<file path="config.mk">
export PLATFORM = sky130hd
export DESIGN_NAME = drive_command_frame_builder_unit_flat
export DESIGN_NICKNAME = d
export VERILOG_FILES = /design/src/dcfb_pkg.sv /design/src/dcfb_if.sv /design/src/drive_command_frame_builder_unit.sv /design/src/flat_wrapper.sv
export SDC_FILE = /design/constraint.sdc
export NUM_CORES = 1
export LEC_CHECK = 0
export BUFFER_PORTS_ARGS = -buffer_cell sky130_fd_sc_hd__buf_2
export CAP_MARGIN = 20
export CORE_UTILIZATION = 60
export CTS_CLUSTER_SIZE = 30
export DETAILED_ROUTE_END_ITERATION = 6
export PLACE_DENSITY = 0.85
export SLEW_MARGIN = 20
export SYNTH_ARGS = -nofsm -noshare
export SYNTH_HDL_FRONTEND = slang
export SYNTH_SLANG_ARGS = --single-unit
</file>
<file path="constraint.sdc">
create_clock -name clk -period 4.8 [get_ports clk]
set_input_delay 0.48 -clock clk [delete_from_list [all_inputs] [get_ports clk]]
set_output_delay 0.48 -clock clk [all_outputs]
set_load 0.02 [all_outputs]
</file>
<file path="src/dcfb_pkg.sv">
// Package for the drive command frame builder: frame byte constants, direction
// codes, byte positions and the CRC-16/MODBUS helper functions and tables.
// No dependencies.
`default_nettype none

package dcfb_pkg;

  // Fixed frame bytes and reset speed
  localparam logic [7:0] SYNC_BYTE   = 8'hFF;
  localparam logic [7:0] CMD_BYTE    = 8'h07;
  localparam logic [7:0] PAD_BYTE    = 8'h00;
  localparam logic [7:0] SPEED_RESET = 8'd120;

  // Direction flag patterns
  localparam logic [7:0] FLAGS_FWD   = 8'h50;
  localparam logic [7:0] FLAGS_LEFT  = 8'h10;
  localparam logic [7:0] FLAGS_RIGHT = 8'h40;
  localparam logic [7:0] FLAGS_NONE  = 8'h00;

  // Direction codes
  localparam logic [3:0] DIR_FWD        = 4'd1;
  localparam logic [3:0] DIR_LEFT       = 4'd2;
  localparam logic [3:0] DIR_RIGHT      = 4'd3;
  localparam logic [3:0] DIR_BACK       = 4'd4;
  localparam logic [3:0] DIR_UP_LEFT    = 4'd6;
  localparam logic [3:0] DIR_DOWN_LEFT  = 4'd7;
  localparam logic [3:0] DIR_UP_RIGHT   = 4'd8;
  localparam logic [3:0] DIR_DOWN_RIGHT = 4'd9;

  // Byte positions within a frame
  typedef logic [3:0] byte_idx_t;
  localparam byte_idx_t IDX_SYNC   = 4'd0;
  localparam byte_idx_t IDX_CMD    = 4'd1;
  localparam byte_idx_t IDX_LEFT   = 4'd2;
  localparam byte_idx_t IDX_PAD_L  = 4'd3;
  localparam byte_idx_t IDX_RIGHT  = 4'd4;
  localparam byte_idx_t IDX_PAD_R  = 4'd5;
  localparam byte_idx_t IDX_FLAGS  = 4'd6;
  localparam byte_idx_t IDX_CRC_LO = 4'd7;
  localparam byte_idx_t IDX_CRC_HI = 4'd8;

  // CRC-16/MODBUS
  localparam logic [15:0] CRC_INIT = 16'hFFFF;
  localparam logic [15:0] CRC_POLY = 16'hA001;

  // One column per data bit: the 16-bit image of that bit after the CRC shifts
  typedef logic [7:0][15:0] crc_cols_t;

  // Shift the CRC register by nbits with zero data (elaboration use only)
  function automatic logic [15:0] crc_shift(input logic [15:0] crc, input int unsigned nbits);
    logic [15:0] c;
    c = crc;
    for (int unsigned i = 0; i < nbits; i++) begin
      c = c[0] ? ((c >> 1) ^ CRC_POLY) : (c >> 1);
    end
    return c;
  endfunction

  // Byte update of the CRC register
  function automatic logic [15:0] crc_byte(input logic [15:0] crc, input logic [7:0] d);
    return crc_shift(crc ^ {8'h00, d}, 8);
  endfunction

  // Columns of the linear map from a data byte to its CRC contribution
  function automatic crc_cols_t crc_columns(input int unsigned nbits);
    crc_cols_t cols;
    for (int i = 0; i < 8; i++) begin
      cols[i] = crc_shift(16'(1) << i, nbits);
    end
    return cols;
  endfunction

  // CRC of the frame with all variable bytes zero
  localparam logic [15:0] CRC_BASE =
    crc_byte(crc_byte(crc_byte(crc_byte(crc_byte(crc_byte(CRC_INIT, CMD_BYTE),
      PAD_BYTE), PAD_BYTE), PAD_BYTE), PAD_BYTE), PAD_BYTE);

  // Left byte is followed by four bytes, right by two, flags by none
  localparam crc_cols_t COLS_LEFT  = crc_columns(40);
  localparam crc_cols_t COLS_RIGHT = crc_columns(24);
  localparam crc_cols_t COLS_FLAGS = crc_columns(8);

  // XOR of the columns selected by the data bits
  function automatic logic [15:0] crc_contrib(input crc_cols_t cols, input logic [7:0] d);
    logic [15:0] acc;
    acc = '0;
    for (int i = 0; i < 8; i++) begin
      if (d[i]) acc = acc ^ cols[i];
    end
    return acc;
  endfunction

endpackage

`default_nettype wire

</file>
<file path="src/dcfb_if.sv">
// Valid/ready channel interfaces of the drive command frame builder:
// direction command, frame byte stream and speed register write.
// No dependencies.
`default_nettype none

interface dcfb_cmd_if;
  logic       valid;
  logic       ready;
  logic [3:0] direction;
  modport source (output valid, output direction, input ready);
  modport sink (input valid, input direction, output ready);
endinterface

interface dcfb_byte_if;
  logic       valid;
  logic       ready;
  logic [7:0] frame_byte;
  logic       last_byte;
  modport source (output valid, output frame_byte, output last_byte, input ready);
  modport sink (input valid, input frame_byte, input last_byte, output ready);
endinterface

interface dcfb_cfg_if;
  logic       valid;
  logic       ready;
  logic [7:0] wheel_speed;
  modport source (output valid, output wheel_speed, input ready);
  modport sink (input valid, input wheel_speed, output ready);
endinterface

`default_nettype wire

</file>
<file path="src/drive_command_frame_builder_unit.sv">
// Top level of the drive command frame builder: command register, frame
// decode with CRC, frame register and byte serializer.
// Depends on dcfb_pkg and the interfaces in dcfb_if.sv.
`default_nettype none

// Each accepted direction command produces one 9-byte motor command frame
// (FF 07 left 00 right 00 flags crc_lo crc_hi), one byte per out_ch transfer,
// with last_byte set on the CRC high byte. A command passes through the
// command register and then the frame register before its first byte is
// offered; one further command is buffered while a frame drains. The speed
// register (reset 120) is written through cfg_ch and always ready; write it
// only while no frame is pending.
module drive_command_frame_builder_unit (
  input  wire logic  clk,
  input  wire logic  rst_n,
  dcfb_cmd_if.sink   in_ch,
  dcfb_byte_if.source out_ch,
  dcfb_cfg_if.sink   cfg_ch
);
  import dcfb_pkg::*;

  logic        cfg_xfer;
  logic [7:0]  speed_r;
  logic        s1_vld_r;
  logic [3:0]  s1_dir_r;
  logic        frm_vld_r;
  logic [7:0]  left_r, right_r, flags_r;
  logic [15:0] crc_r;
  byte_idx_t   idx_r;

  logic [7:0]  left_nxt, right_nxt, flags_nxt;
  logic [15:0] crc_nxt;
  logic        in_xfer, out_xfer, out_last, frm_free, s1_adv;

  // Handshake control
  assign out_last  = (idx_r == IDX_CRC_HI);
  assign out_xfer  = frm_vld_r & out_ch.ready;
  assign frm_free  = !frm_vld_r | (out_xfer & out_last);
  assign s1_adv    = s1_vld_r & frm_free;
  assign in_ch.ready = !s1_vld_r | frm_free;
  assign in_xfer   = in_ch.valid & in_ch.ready;
  assign cfg_ch.ready = 1'b1;
  assign cfg_xfer  = cfg_ch.valid;

  // Direction decode
  always_comb begin
    left_nxt  = 8'h00;
    right_nxt = 8'h00;
    flags_nxt = FLAGS_NONE;
    unique case (s1_dir_r)
      DIR_FWD: begin
        left_nxt = speed_r; right_nxt = speed_r; flags_nxt = FLAGS_FWD;
      end
      DIR_LEFT: begin
        left_nxt = speed_r; right_nxt = speed_r; flags_nxt = FLAGS_LEFT;
      end
      DIR_RIGHT: begin
        left_nxt = speed_r; right_nxt = speed_r; flags_nxt = FLAGS_RIGHT;
      end
      DIR_BACK: begin
        left_nxt = speed_r; right_nxt = speed_r;
      end
      DIR_UP_LEFT: begin
        right_nxt = speed_r; flags_nxt = FLAGS_FWD;
      end
      DIR_DOWN_LEFT: begin
        right_nxt = speed_r;
      end
      DIR_UP_RIGHT: begin
        left_nxt = speed_r; flags_nxt = FLAGS_FWD;
      end
      DIR_DOWN_RIGHT: begin
        left_nxt = speed_r;
      end
      default: begin
        // stop and unknown codes: zero speeds and flags
        left_nxt = 8'h00;
      end
    endcase
  end

  // CRC is affine in the variable bytes: base plus one linear term per byte
  assign crc_nxt = CRC_BASE ^ crc_contrib(COLS_LEFT, left_nxt)
                 ^ crc_contrib(COLS_RIGHT, right_nxt)
                 ^ crc_contrib(COLS_FLAGS, flags_nxt);

  // Control registers
  always_ff @(posedge clk) begin
    if (!rst_n) begin
      speed_r   <= SPEED_RESET;
      s1_vld_r  <= 1'b0;
      frm_vld_r <= 1'b0;
      idx_r     <= IDX_SYNC;
    end else begin
      if (cfg_xfer) speed_r <= cfg_ch.wheel_speed;
      s1_vld_r <= in_xfer | (s1_vld_r & !s1_adv);
      if (s1_adv) frm_vld_r <= 1'b1;
      else if (frm_free) frm_vld_r <= 1'b0;
      if (out_xfer) idx_r <= out_last ? IDX_SYNC : idx_r + 4'd1;
    end
  end

  // Payload registers
  always_ff @(posedge clk) begin
    if (in_xfer) s1_dir_r <= in_ch.direction;
    if (s1_adv) begin
      left_r  <= left_nxt;
      right_r <= right_nxt;
      flags_r <= flags_nxt;
      crc_r   <= crc_nxt;
    end
  end

  // Byte select
  always_comb begin
    unique case (idx_r)
      IDX_SYNC:   out_ch.frame_byte = SYNC_BYTE;
      IDX_CMD:    out_ch.frame_byte = CMD_BYTE;
      IDX_LEFT:   out_ch.frame_byte = left_r;
      IDX_PAD_L:  out_ch.frame_byte = PAD_BYTE;
      IDX_RIGHT:  out_ch.frame_byte = right_r;
      IDX_PAD_R:  out_ch.frame_byte = PAD_BYTE;
      IDX_FLAGS:  out_ch.frame_byte = flags_r;
      IDX_CRC_LO: out_ch.frame_byte = crc_r[7:0];
      IDX_CRC_HI: out_ch.frame_byte = crc_r[15:8];
      default:    out_ch.frame_byte = PAD_BYTE;
    endcase
  end

  assign out_ch.valid     = frm_vld_r;
  assign out_ch.last_byte = out_last;

`ifndef ASSERT_OFF
  // Byte counter never leaves the frame
  a_idx_range: assert property (@(posedge clk) disable iff (!rst_n)
    idx_r <= IDX_CRC_HI) else $error("byte index past end of frame");

  // Counter steps by one on each non-final byte transfer
  a_idx_step: assert property (@(posedge clk) disable iff (!rst_n)
    out_xfer && !out_last |=> idx_r == $past(idx_r) + 4'd1 && frm_vld_r)
    else $error("byte index did not advance");

  // Counter wraps after the CRC high byte
  a_idx_wrap: assert property (@(posedge clk) disable iff (!rst_n)
    out_xfer && out_last |=> idx_r == IDX_SYNC)
    else $error("byte index did not wrap");

  // Stalling the input means a command is already buffered
  a_in_stall: assert property (@(posedge clk) disable iff (!rst_n)
    !in_ch.ready |-> s1_vld_r && frm_vld_r)
    else $error("input stalled with free buffer");

  // Frame only reloads when the previous one is done
  a_no_overwrite: assert property (@(posedge clk) disable iff (!rst_n)
    frm_vld_r && !(out_xfer && out_last) |=> idx_r != IDX_SYNC || $past(idx_r) == IDX_SYNC)
    else $error("frame register overwritten mid-frame");
`endif

endmodule

`default_nettype wire
</file>
<file path="src/flat_wrapper.sv">
// flat-port wrapper written by rule: the top's interface ports become plain ports
module drive_command_frame_builder_unit_flat import dcfb_pkg::*;
  (clk, rst_n, in_ch_valid, in_ch_direction, in_ch_ready, out_ch_valid, out_ch_frame_byte, out_ch_last_byte, out_ch_ready, cfg_ch_valid, cfg_ch_wheel_speed, cfg_ch_ready);
  dcfb_cmd_if in_ch_i ();
  dcfb_byte_if out_ch_i ();
  dcfb_cfg_if cfg_ch_i ();
  input  wire logic clk;
  input  wire logic rst_n;
  input wire logic [$bits(in_ch_i.valid)-1:0] in_ch_valid;
  input wire logic [$bits(in_ch_i.direction)-1:0] in_ch_direction;
  output wire logic [$bits(in_ch_i.ready)-1:0] in_ch_ready;
  output wire logic [$bits(out_ch_i.valid)-1:0] out_ch_valid;
  output wire logic [$bits(out_ch_i.frame_byte)-1:0] out_ch_frame_byte;
  output wire logic [$bits(out_ch_i.last_byte)-1:0] out_ch_last_byte;
  input wire logic [$bits(out_ch_i.ready)-1:0] out_ch_ready;
  input wire logic [$bits(cfg_ch_i.valid)-1:0] cfg_ch_valid;
  input wire logic [$bits(cfg_ch_i.wheel_speed)-1:0] cfg_ch_wheel_speed;
  output wire logic [$bits(cfg_ch_i.ready)-1:0] cfg_ch_ready;
  assign in_ch_i.valid = in_ch_valid;
  assign in_ch_i.direction = in_ch_direction;
  assign in_ch_ready = in_ch_i.ready;
  assign out_ch_valid = out_ch_i.valid;
  assign out_ch_frame_byte = out_ch_i.frame_byte;
  assign out_ch_last_byte = out_ch_i.last_byte;
  assign out_ch_i.ready = out_ch_ready;
  assign cfg_ch_i.valid = cfg_ch_valid;
  assign cfg_ch_i.wheel_speed = cfg_ch_wheel_speed;
  assign cfg_ch_ready = cfg_ch_i.ready;
  drive_command_frame_builder_unit u_core (.clk(clk), .rst_n(rst_n), .in_ch(in_ch_i), .out_ch(out_ch_i), .cfg_ch(cfg_ch_i));
endmodule
</file>
==> metrics.txt, run 1 <==
Post-synth ARST share=0%; initial antenna violation count=0; via count=between 2000 and 2500; PnR worst setup slack=around 2.0 ns; syn_nets=slightly above 300; clk_lat worst skew=around 0.3 ns; worst slew pin tran=0.965 ns; Synth Area per Inst=~10 µm²; Yosys warning total=0; Yosys cell types=56; Setup Skew=approximately 0.0064 ns; crit path DAT=around 2.3 ns; cts repair resizes=0; crit end category=output pin; DR WL/cell=between 15 and 20 µm; CP Max Fanout=17; FF+latch count, synth=49; slowest CP cell=dfxtp_1; critical path data required time=4.32 ns; nets=around 320; Max-Cap Viols=0; setup TNS=0 ns; crit path time final=2.80 ns; placer congestion estimate=approximately 0.9; CP Cell Sequence=inv_1 -> ha_1 -> nor2b_1 -> and2_1 -> a21boi_1 -> nand2_1 -> buf_2; share of the synthesized area in the top cell type=a little over a third; number of CTS-inserted buffers=5; final design utilization=68.3%; Die H=~70 µm; Sw Ratio=27.3%; clock buffer depth=2; diodes inserted=0; maximum number of pins on one net before global-route repair=32; power share of the combinational group=about 19%; cell accounting for the most synthesized area=edfxtp_1; top-count cell post-synth=edfxtp_1; sequential area share after synthesis=between 40% and 50%; area grow syn2layout=5.90%; Initial DRC Count=~190; Post-synth EDFFs=35; commonest cells in the synthesized netlist=edfxtp_1 (35), nor2_1 (22), nand2_1 (17), xnor2_1 (17), nor2b_1 (16); clock share of power=between 20 and 30%; Switch Pwr=254 µW; outcome=complete, no violations; all-layer global routing usage=between 20% and 30%; remaining routing DRC violations=0; Initial Util=~64%; port bufs=27; setup bufs post-CTS=0; Finish-stage setup viols=0; WL final=~5500 µm; worst slack, placed=around 2.4 ns; Final Max Slew Viols=0; synthesized area=around 0.0029 mm²; FF/Latch Area=between 0.001 and 0.0015 mm²; area of the multi-input gates=approximately 0.0014 mm²; Pint=between 600 and 700 µW; Rel. slew slack=between 30% and 40%; Worst Hold Class=in2reg; Pre-Repair DR Iteration Count=5; Reg power frac=between 50% and 60%; number of H-tree levels=2; Peak supply drop=around 210 µV; Post-DRT Antenna Nets=0; critical path class=reg2out; Final Hold Viols=0; Setup crit start kind=flop; hold_buf cts=0; Top Ports=29; Filler Cells Inserted=roughly 350; Clock transition at path regs=approximately 0.09 ns; vias in the first global route=roughly 1800; dpl hpwl=slightly below 4000 µm; layout cells sized above 1=between 15 and 20%; Die Wd=71.6 µm; Die ar.=approximately 0.005 mm²; PD cells=303 mW/mm²; synth top area cells=edfxtp_1 (36%), dfxtp_1 (9.6%), xnor2_1 (5.1%); CP max stage delay=between 0.4 and 0.5 ns; CORE AREA=0.00450 mm²; Post-Syn Instances=around 290; fin crit share=between 50% and 60%; clock root cell=clkbuf_8; Leak=between 0.001 and 0.0015 µW; TritonCTS clock tree=built; first-pass GRT wire length=around 9100 µm; total power=933 µW; Synth Flop Type=edfxtp_1; Sink Count=just under 50; total gr overflow=0; RSZ-0062 raised after global routing=false; vias per cell=approximately 6.0; Placement Rows=24; fmax=roughly 0.36 GHz
==> worst paths after layout <==
kind,from,endpoint,slack [ns],depth (start not counted)
max,u_core.idx_r[0]$_SDFFE_PN0P_,in_ch_ready,2.00,7
min reg2reg,u_core.idx_r[1]$_SDFFE_PN0P_,u_core.idx_r[1]$_SDFFE_PN0P_,0.52,2
min,in_ch_direction[1],u_core.s1_dir_r[1]$_DFFE_PP_,0.35,1
max reg2reg,u_core.idx_r[0]$_SDFFE_PN0P_,u_core.crc_r[11]$_DFFE_PP_,2.34,7
==> cell type report <==
class                           count  share of cell area [%]
Inverter                           12                    1.46
Tap cell                           52                    2.11
Clock inverter                      1                   0.244
Clock buffer                        7                    2.81
Multi-Input combinational cell    200                    45.5
Sequential cell                    49                    43.3
Timing Repair Buffer               28                    4.64
==> per-layer routing <==
metal	global-route usage [%]	vias up	share of wire, %
met3	5.34	12	4.2
li1	-	1039	-
met2	36.3	61	47
met4	6.54	0	1.4
met5	0	-	0
met1	32.8	965	47
==> placed cells by master (no fill, tap or decap), types with 2 or more instances in the layout <==
cell / count
a21boi_0: 2
xor2_1: 5
nor2b_1: 15
nor3_1: 2
nor2_1: 22
nand3_1: 2
ha_1: 4
o21ai_0: 12
o22a_1: 2
a32oi_1: 5
o211ai_1: 3
a22o_1: 3
inv_1: 12
a22oi_1: 8
a211oi_1: 4
and2_1: 10
xnor3_1: 2
mux2i_1: 5
o21a_1: 2
clkbuf_8: 6
nand2_1: 17
nand2b_1: 6
o22ai_1: 10
a31oi_1: 3
buf_2: 27
a21oi_1: 14
dfxtp_1: 14
xnor2_1: 17
edfxtp_1: 35
==> metrics by stage <==
stage / area, µm² / hold slack [ns] / std cells
2_1_floorplan: 2910 / 0.477 / 287
3_3_place_gp: 2980 / 0.493 / 341
3_5_place_dp: 2980 / 0.510 / 341
4_1_cts: 3080 / 0.339 / 349
5_1_grt: 3080 / 0.336 / 349
6_report: 3080 / 0.349 / 349
==> worst max-delay path, delay by kind of cell, from the launching register on <==
family / cells / cell delay (ns)
AND/OR/NAND/NOR: 3 / 0.62
adder cells (fa/ha/maj): 1 / 0.40
flip-flops: 1 / 0.43
buffers and inverters: 2 / 0.26
AO/OA/AOI/OAI: 1 / 0.30
==> power groups by stage <==
stage          clock, µW  combinational, µW  sequential (µW)
4_1_cts              258                171              508
3_3_place_gp           0                166              517
3_5_place_dp           0                170              518
6_report             252                173              509
2_1_floorplan          0                154              499
5_1_grt              273                189              512
==> kinds of logic after synthesis <==
| logic type | synth area share [%] |
|---|---|
| compound gates | 19.4 |
| flops | 45.8 |
| fa+ha+maj | 1.72 |
| xor+xnor | 9.56 |
| mux | 1.72 |
| simple gates | 15.5 |
| other cells | 0.129 |
| buf+inv | 6.12 |
==> state kept, by name, summed over array words and instances, names as in the netlist <==
register / count
u_core.s1_dir_r: 4
u_core.left_r: 8
u_core.flags_r: 2
u_core.crc_r: 13
u_core.idx_r: 4
u_core.out_ch.valid: 1
u_core.s1_vld_r: 1
u_core.speed_r: 8
u_core.right_r: 8
Note: power is estimated with default switching activity, not from simulation.
==> run 2, diff against run 1 <==
--- a/config.mk
+++ b/config.mk
@@ -7,10 +7,10 @@
 export LEC_CHECK = 0
 export BUFFER_PORTS_ARGS = -buffer_cell sky130_fd_sc_hd__buf_2
 export CAP_MARGIN = 20
-export CORE_UTILIZATION = 60
+export CORE_UTILIZATION = 59
 export CTS_CLUSTER_SIZE = 30
 export DETAILED_ROUTE_END_ITERATION = 6
-export PLACE_DENSITY = 0.85
+export PLACE_DENSITY = 0.84
 export SLEW_MARGIN = 20
 export SYNTH_ARGS = -nofsm -noshare
 export SYNTH_HDL_FRONTEND = slang
==> constraint.sdc (replaced) <==
create_clock -name clk -period 2.72 [get_ports clk]
set_input_delay 0.272 -clock clk [delete_from_list [all_inputs] [get_ports clk]]
set_output_delay 0.272 -clock clk [all_outputs]
set_load 0.02 [all_outputs]
==> metrics.txt, run 2 (synthesis results as in run 1) <==
setup bufs post-CTS=0; placer congestion estimate=0.912; hold wc startpoint=in_ch_direction[1]; most frequent cells in the layout=edfxtp_1 (35), buf_2 (27), nor2_1 (22), xnor2_1 (17), nand2_1 (17); r2r startpoint=u_core.s1_dir_r[1]$_DFFE_PP_; crit path time final=2.37 ns; max reg flops=13; final hold slack=roughly 0.14 ns; Die ar.=around 0.0052 mm²; hold path depth=1; hold_buf cts=0; Initial DRC Count=around 140; Pre-Repair DR Iteration Count=4; worst slack, placed=0.599 ns; vias per cell=5.63; Sink Count=49; Final Max Slew Viols=0; dpl hpwl=4210 µm; number of CTS-inserted buffers=5; Post-DRT Antenna Nets=0; initial antenna violation count=0; outcome=complete, no violations; Filler Cells Inserted=376; Top Ports=29; Rel. slew slack=65.6%; total gr overflow=0; Initial Util=between 60% and 70%; Peak supply drop=around 480 µV; crit path DAT=2.09 ns; area grow syn2layout=8.83%; DR WL/cell=15.6 µm; FF/Latch Area=~0.0013 mm²; maximum number of pins on one net before global-route repair=32; CORE AREA=~0.0047 mm²; area of the multi-input gates=0.00140 mm²; setup TNS=0 ns; CP Max Fanout=16; crit end category=output pin; FF-to-FF End=u_core.crc_r[7]$_DFFE_PP_; via count=roughly 2100; hold path endpoint=u_core.s1_dir_r[1]$_DFFE_PP_; critical path data required time=2.45 ns; WL final=between 5000 and 6000 µm; critical path class=reg2out; RSZ-0062 raised after global routing=false; clk_lat worst skew=between 0.3 and 0.4 ns; Leak=0.00121 µW; Max-Cap Viols=0; Design Area, Final=0.00316 mm²; Finish-stage setup viols=0; Setup Skew=just over 0.009 ns; fin crit share=between 80% and 90%; vias in the first global route=1962; PD cells=around 540 mW/mm²; Reg2Reg Depth=5; layout cells sized above 1=17.4%; all-layer global routing usage=a little under a quarter; most common cell after layout, fill and taps aside=edfxtp_1; PnR worst setup slack=approximately 0.35 ns; Worst Hold Class=in2reg; Clock transition at path regs=0.09 ns; clock root cell=clkbuf_8; number of H-tree levels=2; TritonCTS clock tree=built; Worst R2R Setup Slack=between 0.5 and 0.6 ns; Setup crit start kind=flop; cts repair resizes=0; diodes inserted=0; worst slew pin tran=0.514 ns; Die H=roughly 72 µm; fmax=approximately 0.42 GHz; total power=approximately 1700 µW; first-pass GRT wire length=about 9500 µm; Top reg by flops=u_core.crc_r; nets=324; Placement Rows=25; Final Hold Viols=0; Die Wd=72.2 µm; DP Area=slightly above 0.003 mm²; remaining routing DRC violations=0; clock buffer depth=2; port bufs=27
==> run 2: area by class of cell <==
class                           instances  area share [%]
Inverter                               12            1.42
Tap cell                               67            2.65
Multi-Input combinational cell        200            44.2
Clock buffer                            6            2.97
Clock inverter                          2           0.435
Timing Repair Buffer                   35            6.17
Sequential cell                        49            42.1
==> run 2: metrics by stage <==
| stage | util (%) | cells |
|---|---|---|
| floorplan | - | 287 |
| CTS | 66.9 | 371 |
| detailed placement | 64.7 | 363 |
| finish | 66.9 | 371 |
| global placement | 64.7 | 363 |
| global route | 66.9 | 371 |
==> run 2: worst max-delay path, cell delays in order, from the launching register on <==
cell and delay [ns]:
dfxtp_1 0.43, inv_1 0.09, ha_1 0.22, buf_4 0.19, a2111oi_0 0.37, a211oi_1 0.10
a31o_2 0.23, buf_2 0.15
==> run 2: report_power, final <==
part           internal [µW]  total [µW]  switching, µW
Sequential               852         893           40.2
Clock                    239         489            250
Combinational            144         315            170
==> run 2: worst max-delay path by stage <==
stage                                            start                   endpoint  slack [ns]  depth (start not counted)
after floorplan           u_core.idx_r[0]$_SDFFE_PN0P_  u_core.crc_r[0]$_DFFE_PP_        0.01                          7
after global placement    u_core.s1_dir_r[1]$_DFFE_PP_  u_core.crc_r[7]$_DFFE_PP_        0.68                          5
after detailed placement  u_core.s1_dir_r[1]$_DFFE_PP_  u_core.crc_r[7]$_DFFE_PP_        0.60                          5
after CTS                 u_core.idx_r[0]$_SDFFE_PN0P_       out_ch_frame_byte[0]        0.33                          7
after global routing      u_core.idx_r[0]$_SDFFE_PN0P_       out_ch_frame_byte[0]        0.23                          7
final                     u_core.idx_r[0]$_SDFFE_PN0P_       out_ch_frame_byte[0]        0.35                          7
==> run 2: layer usage <==
| layer | global-route usage (%) | up-vias | wire length [µm] |
|---|---|---|---|
| met5 | 0 | - | 0 |
| met4 | 8.06 | 0 | 70 |
| met3 | 4.31 | 6 | 280 |
| met2 | 39.8 | 64 | 2880 |
| met1 | 31.7 | 966 | 2540 |
| li1 | - | 1051 | - |
==> run 3, diff against run 2 <==
--- a/config.mk
+++ b/config.mk
@@ -5,11 +5,13 @@
 export SDC_FILE = /design/constraint.sdc
 export NUM_CORES = 1
 export LEC_CHECK = 0
-export BUFFER_PORTS_ARGS = -buffer_cell sky130_fd_sc_hd__buf_2
+export BUFFER_PORTS_ARGS = -buffer_cell sky130_fd_sc_hd__buf_4
 export CAP_MARGIN = 20
+export CORE_MARGIN = 4
 export CORE_UTILIZATION = 59
 export CTS_CLUSTER_SIZE = 30
 export DETAILED_ROUTE_END_ITERATION = 6
+export MAX_ROUTING_LAYER = met4
 export PLACE_DENSITY = 0.84
 export SLEW_MARGIN = 20
 export SYNTH_ARGS = -nofsm -noshare
==> metrics.txt, run 3 (synthesis results as in run 1) <==
Die H=around 80 µm; via count=around 2200; most frequent cells in the layout=buf_4 (35), edfxtp_1 (35), nor2_1 (22), xnor2_1 (17), nand2_1 (17); dpl hpwl=between 4000 and 5000 µm; first-pass GRT wire length=slightly below 10000 µm; Top Ports=29; final hold slack=~0.14 ns; critical path class=reg2out; clk_lat worst skew=slightly above 0.3 ns; outcome=complete, no violations; Final Non-Filler Cells=between 300 and 400; setup TNS=0 ns; crit path time final=approximately 2.4 ns; Final Hold Viols=0; Clock transition at path regs=0.09 ns; port bufs=27; Placement Rows=25; max reg flops=13; remaining routing DRC violations=0; critical path data required time=between 2 and 2.5 ns; Die ar.=approximately 0.0061 mm²; Sink Count=between 40 and 50; setup bufs post-CTS=0; Initial DRC Count=around 200; final design utilization=between 60 and 70%; placer congestion estimate=0.877; total gr overflow=0; number of H-tree levels=2; all-layer global routing usage=approximately a fifth; crit path DAT=2.08 ns; Setup crit end=out_ch_frame_byte[0]; Leak=around 0.0012 µW; WL final=~5800 µm; worst slew pin tran=about 0.53 ns; PD cells=544 mW/mm²; Die Wd=roughly 80 µm; number of CTS-inserted buffers=5; TritonCTS clock tree=built; FF/Latch Area=between 0.001 and 0.0015 mm²; Filler Cells Inserted=between 300 and 400; area of the multi-input gates=~0.0014 mm²; Finish-stage setup viols=0; CP Launch Point=u_core.idx_r[0]$_SDFFE_PN0P_; DR WL/cell=15.6 µm; Reg2Reg Depth=4; Inst Count DP=between 300 and 400; Setup crit start kind=flop; nets=between 300 and 400; Initial Util=approximately three fifths; fin crit share=around 87%; maximum number of pins on one net before global-route repair=32; Worst Hold Class=in2reg; Max-Cap Viols=0; Setup Skew=between 0.006 and 0.007 ns; CORE AREA=between 0.004 and 0.005 mm²; fmax=0.425 GHz; clock buffer depth=2; cts repair resizes=0; clock root cell=clkbuf_8; Pre-Repair DR Iteration Count=5; Peak supply drop=350 µV; layout cells sized above 1=around 17%; vias per cell=around 5.8; hold_buf cts=0; Post-DRT Antenna Nets=0; CP Max Fanout=16; FF-to-FF End=u_core.crc_r[10]$_DFFE_PP_; Rel. slew slack=roughly 65%; initial antenna violation count=0; crit end category=output pin; diodes inserted=0; area grow syn2layout=11.6%; RSZ-0062 raised after global routing=false; r2r startpoint=u_core.s1_dir_r[1]$_DFFE_PP_; Final Max Slew Viols=0; Worst R2R Setup Slack=0.51 ns; vias in the first global route=just under 2000; Top reg by flops=u_core.crc_r
[run 3: cell types whose count changed in the layout (fill, tap and decap cells not counted), sizes merged]
cell	change
bufinv	+1
clkinv	-1
inv	-1
clkinvlp	+1
[run 3: report_power, final]
group | switching, µW | total, µW | internal [µW]
sequential | 39.6 | 892 | 852
clock | 245 | 544 | 299
combinational | 173 | 328 | 155
[run 3: worst max-delay path: stages, from the launching register on]
cell,delay (ns)
dfxtp_1,0.43
inv_1,0.09
ha_1,0.22
buf_4,0.19
a2111oi_0,0.35
a211oi_1,0.09
a31o_2,0.24
buf_4,0.15
[run 3: area by class of cell]
cell class / instances / area share [%]
well taps: 67 / 2.59
repair buffers: 35 / 8.10
inverters: 12 / 1.39
flip-flops and latches: 49 / 41.1
clock inverters: 2 / 1.16
multi-input cells: 200 / 43.1
clock buffers: 6 / 2.55
[run 3: metal layers]
metal,track usage [%],vias up,share of wire [%]
met1,26.9,1012,44
met3,3.10,7,5.5
met2,33.9,77,49
met4,6.99,0,1.5
li1,-,1059,-
met5,-,-,0
[run 3: worst min-delay path by stage]
stage / cells after the start / to / start
4_1_cts: 1 / u_core.s1_dir_r[3]$_DFFE_PP_ / in_ch_direction[3]
5_1_grt: 1 / u_core.s1_dir_r[0]$_DFFE_PP_ / in_ch_direction[0]
6_report: 1 / u_core.s1_dir_r[3]$_DFFE_PP_ / in_ch_direction[3]
3_5_place_dp: 1 / u_core.s1_dir_r[3]$_DFFE_PP_ / in_ch_direction[3]
3_3_place_gp: 1 / u_core.s1_dir_r[2]$_DFFE_PP_ / in_ch_direction[2]
2_1_floorplan: 0 / u_core.s1_dir_r[0]$_DFFE_PP_ / in_ch_direction[0]
[run 3: through the flow]
step	cell area (µm²)	power, µW	setup slack (ns)
after CTS	3240	1770	0.356
final	3240	1760	0.365
after global routing	3240	1840	0.225
after global placement	3120	1220	0.630
after floorplan	2910	1150	0.0106
after detailed placement	3120	1230	0.544
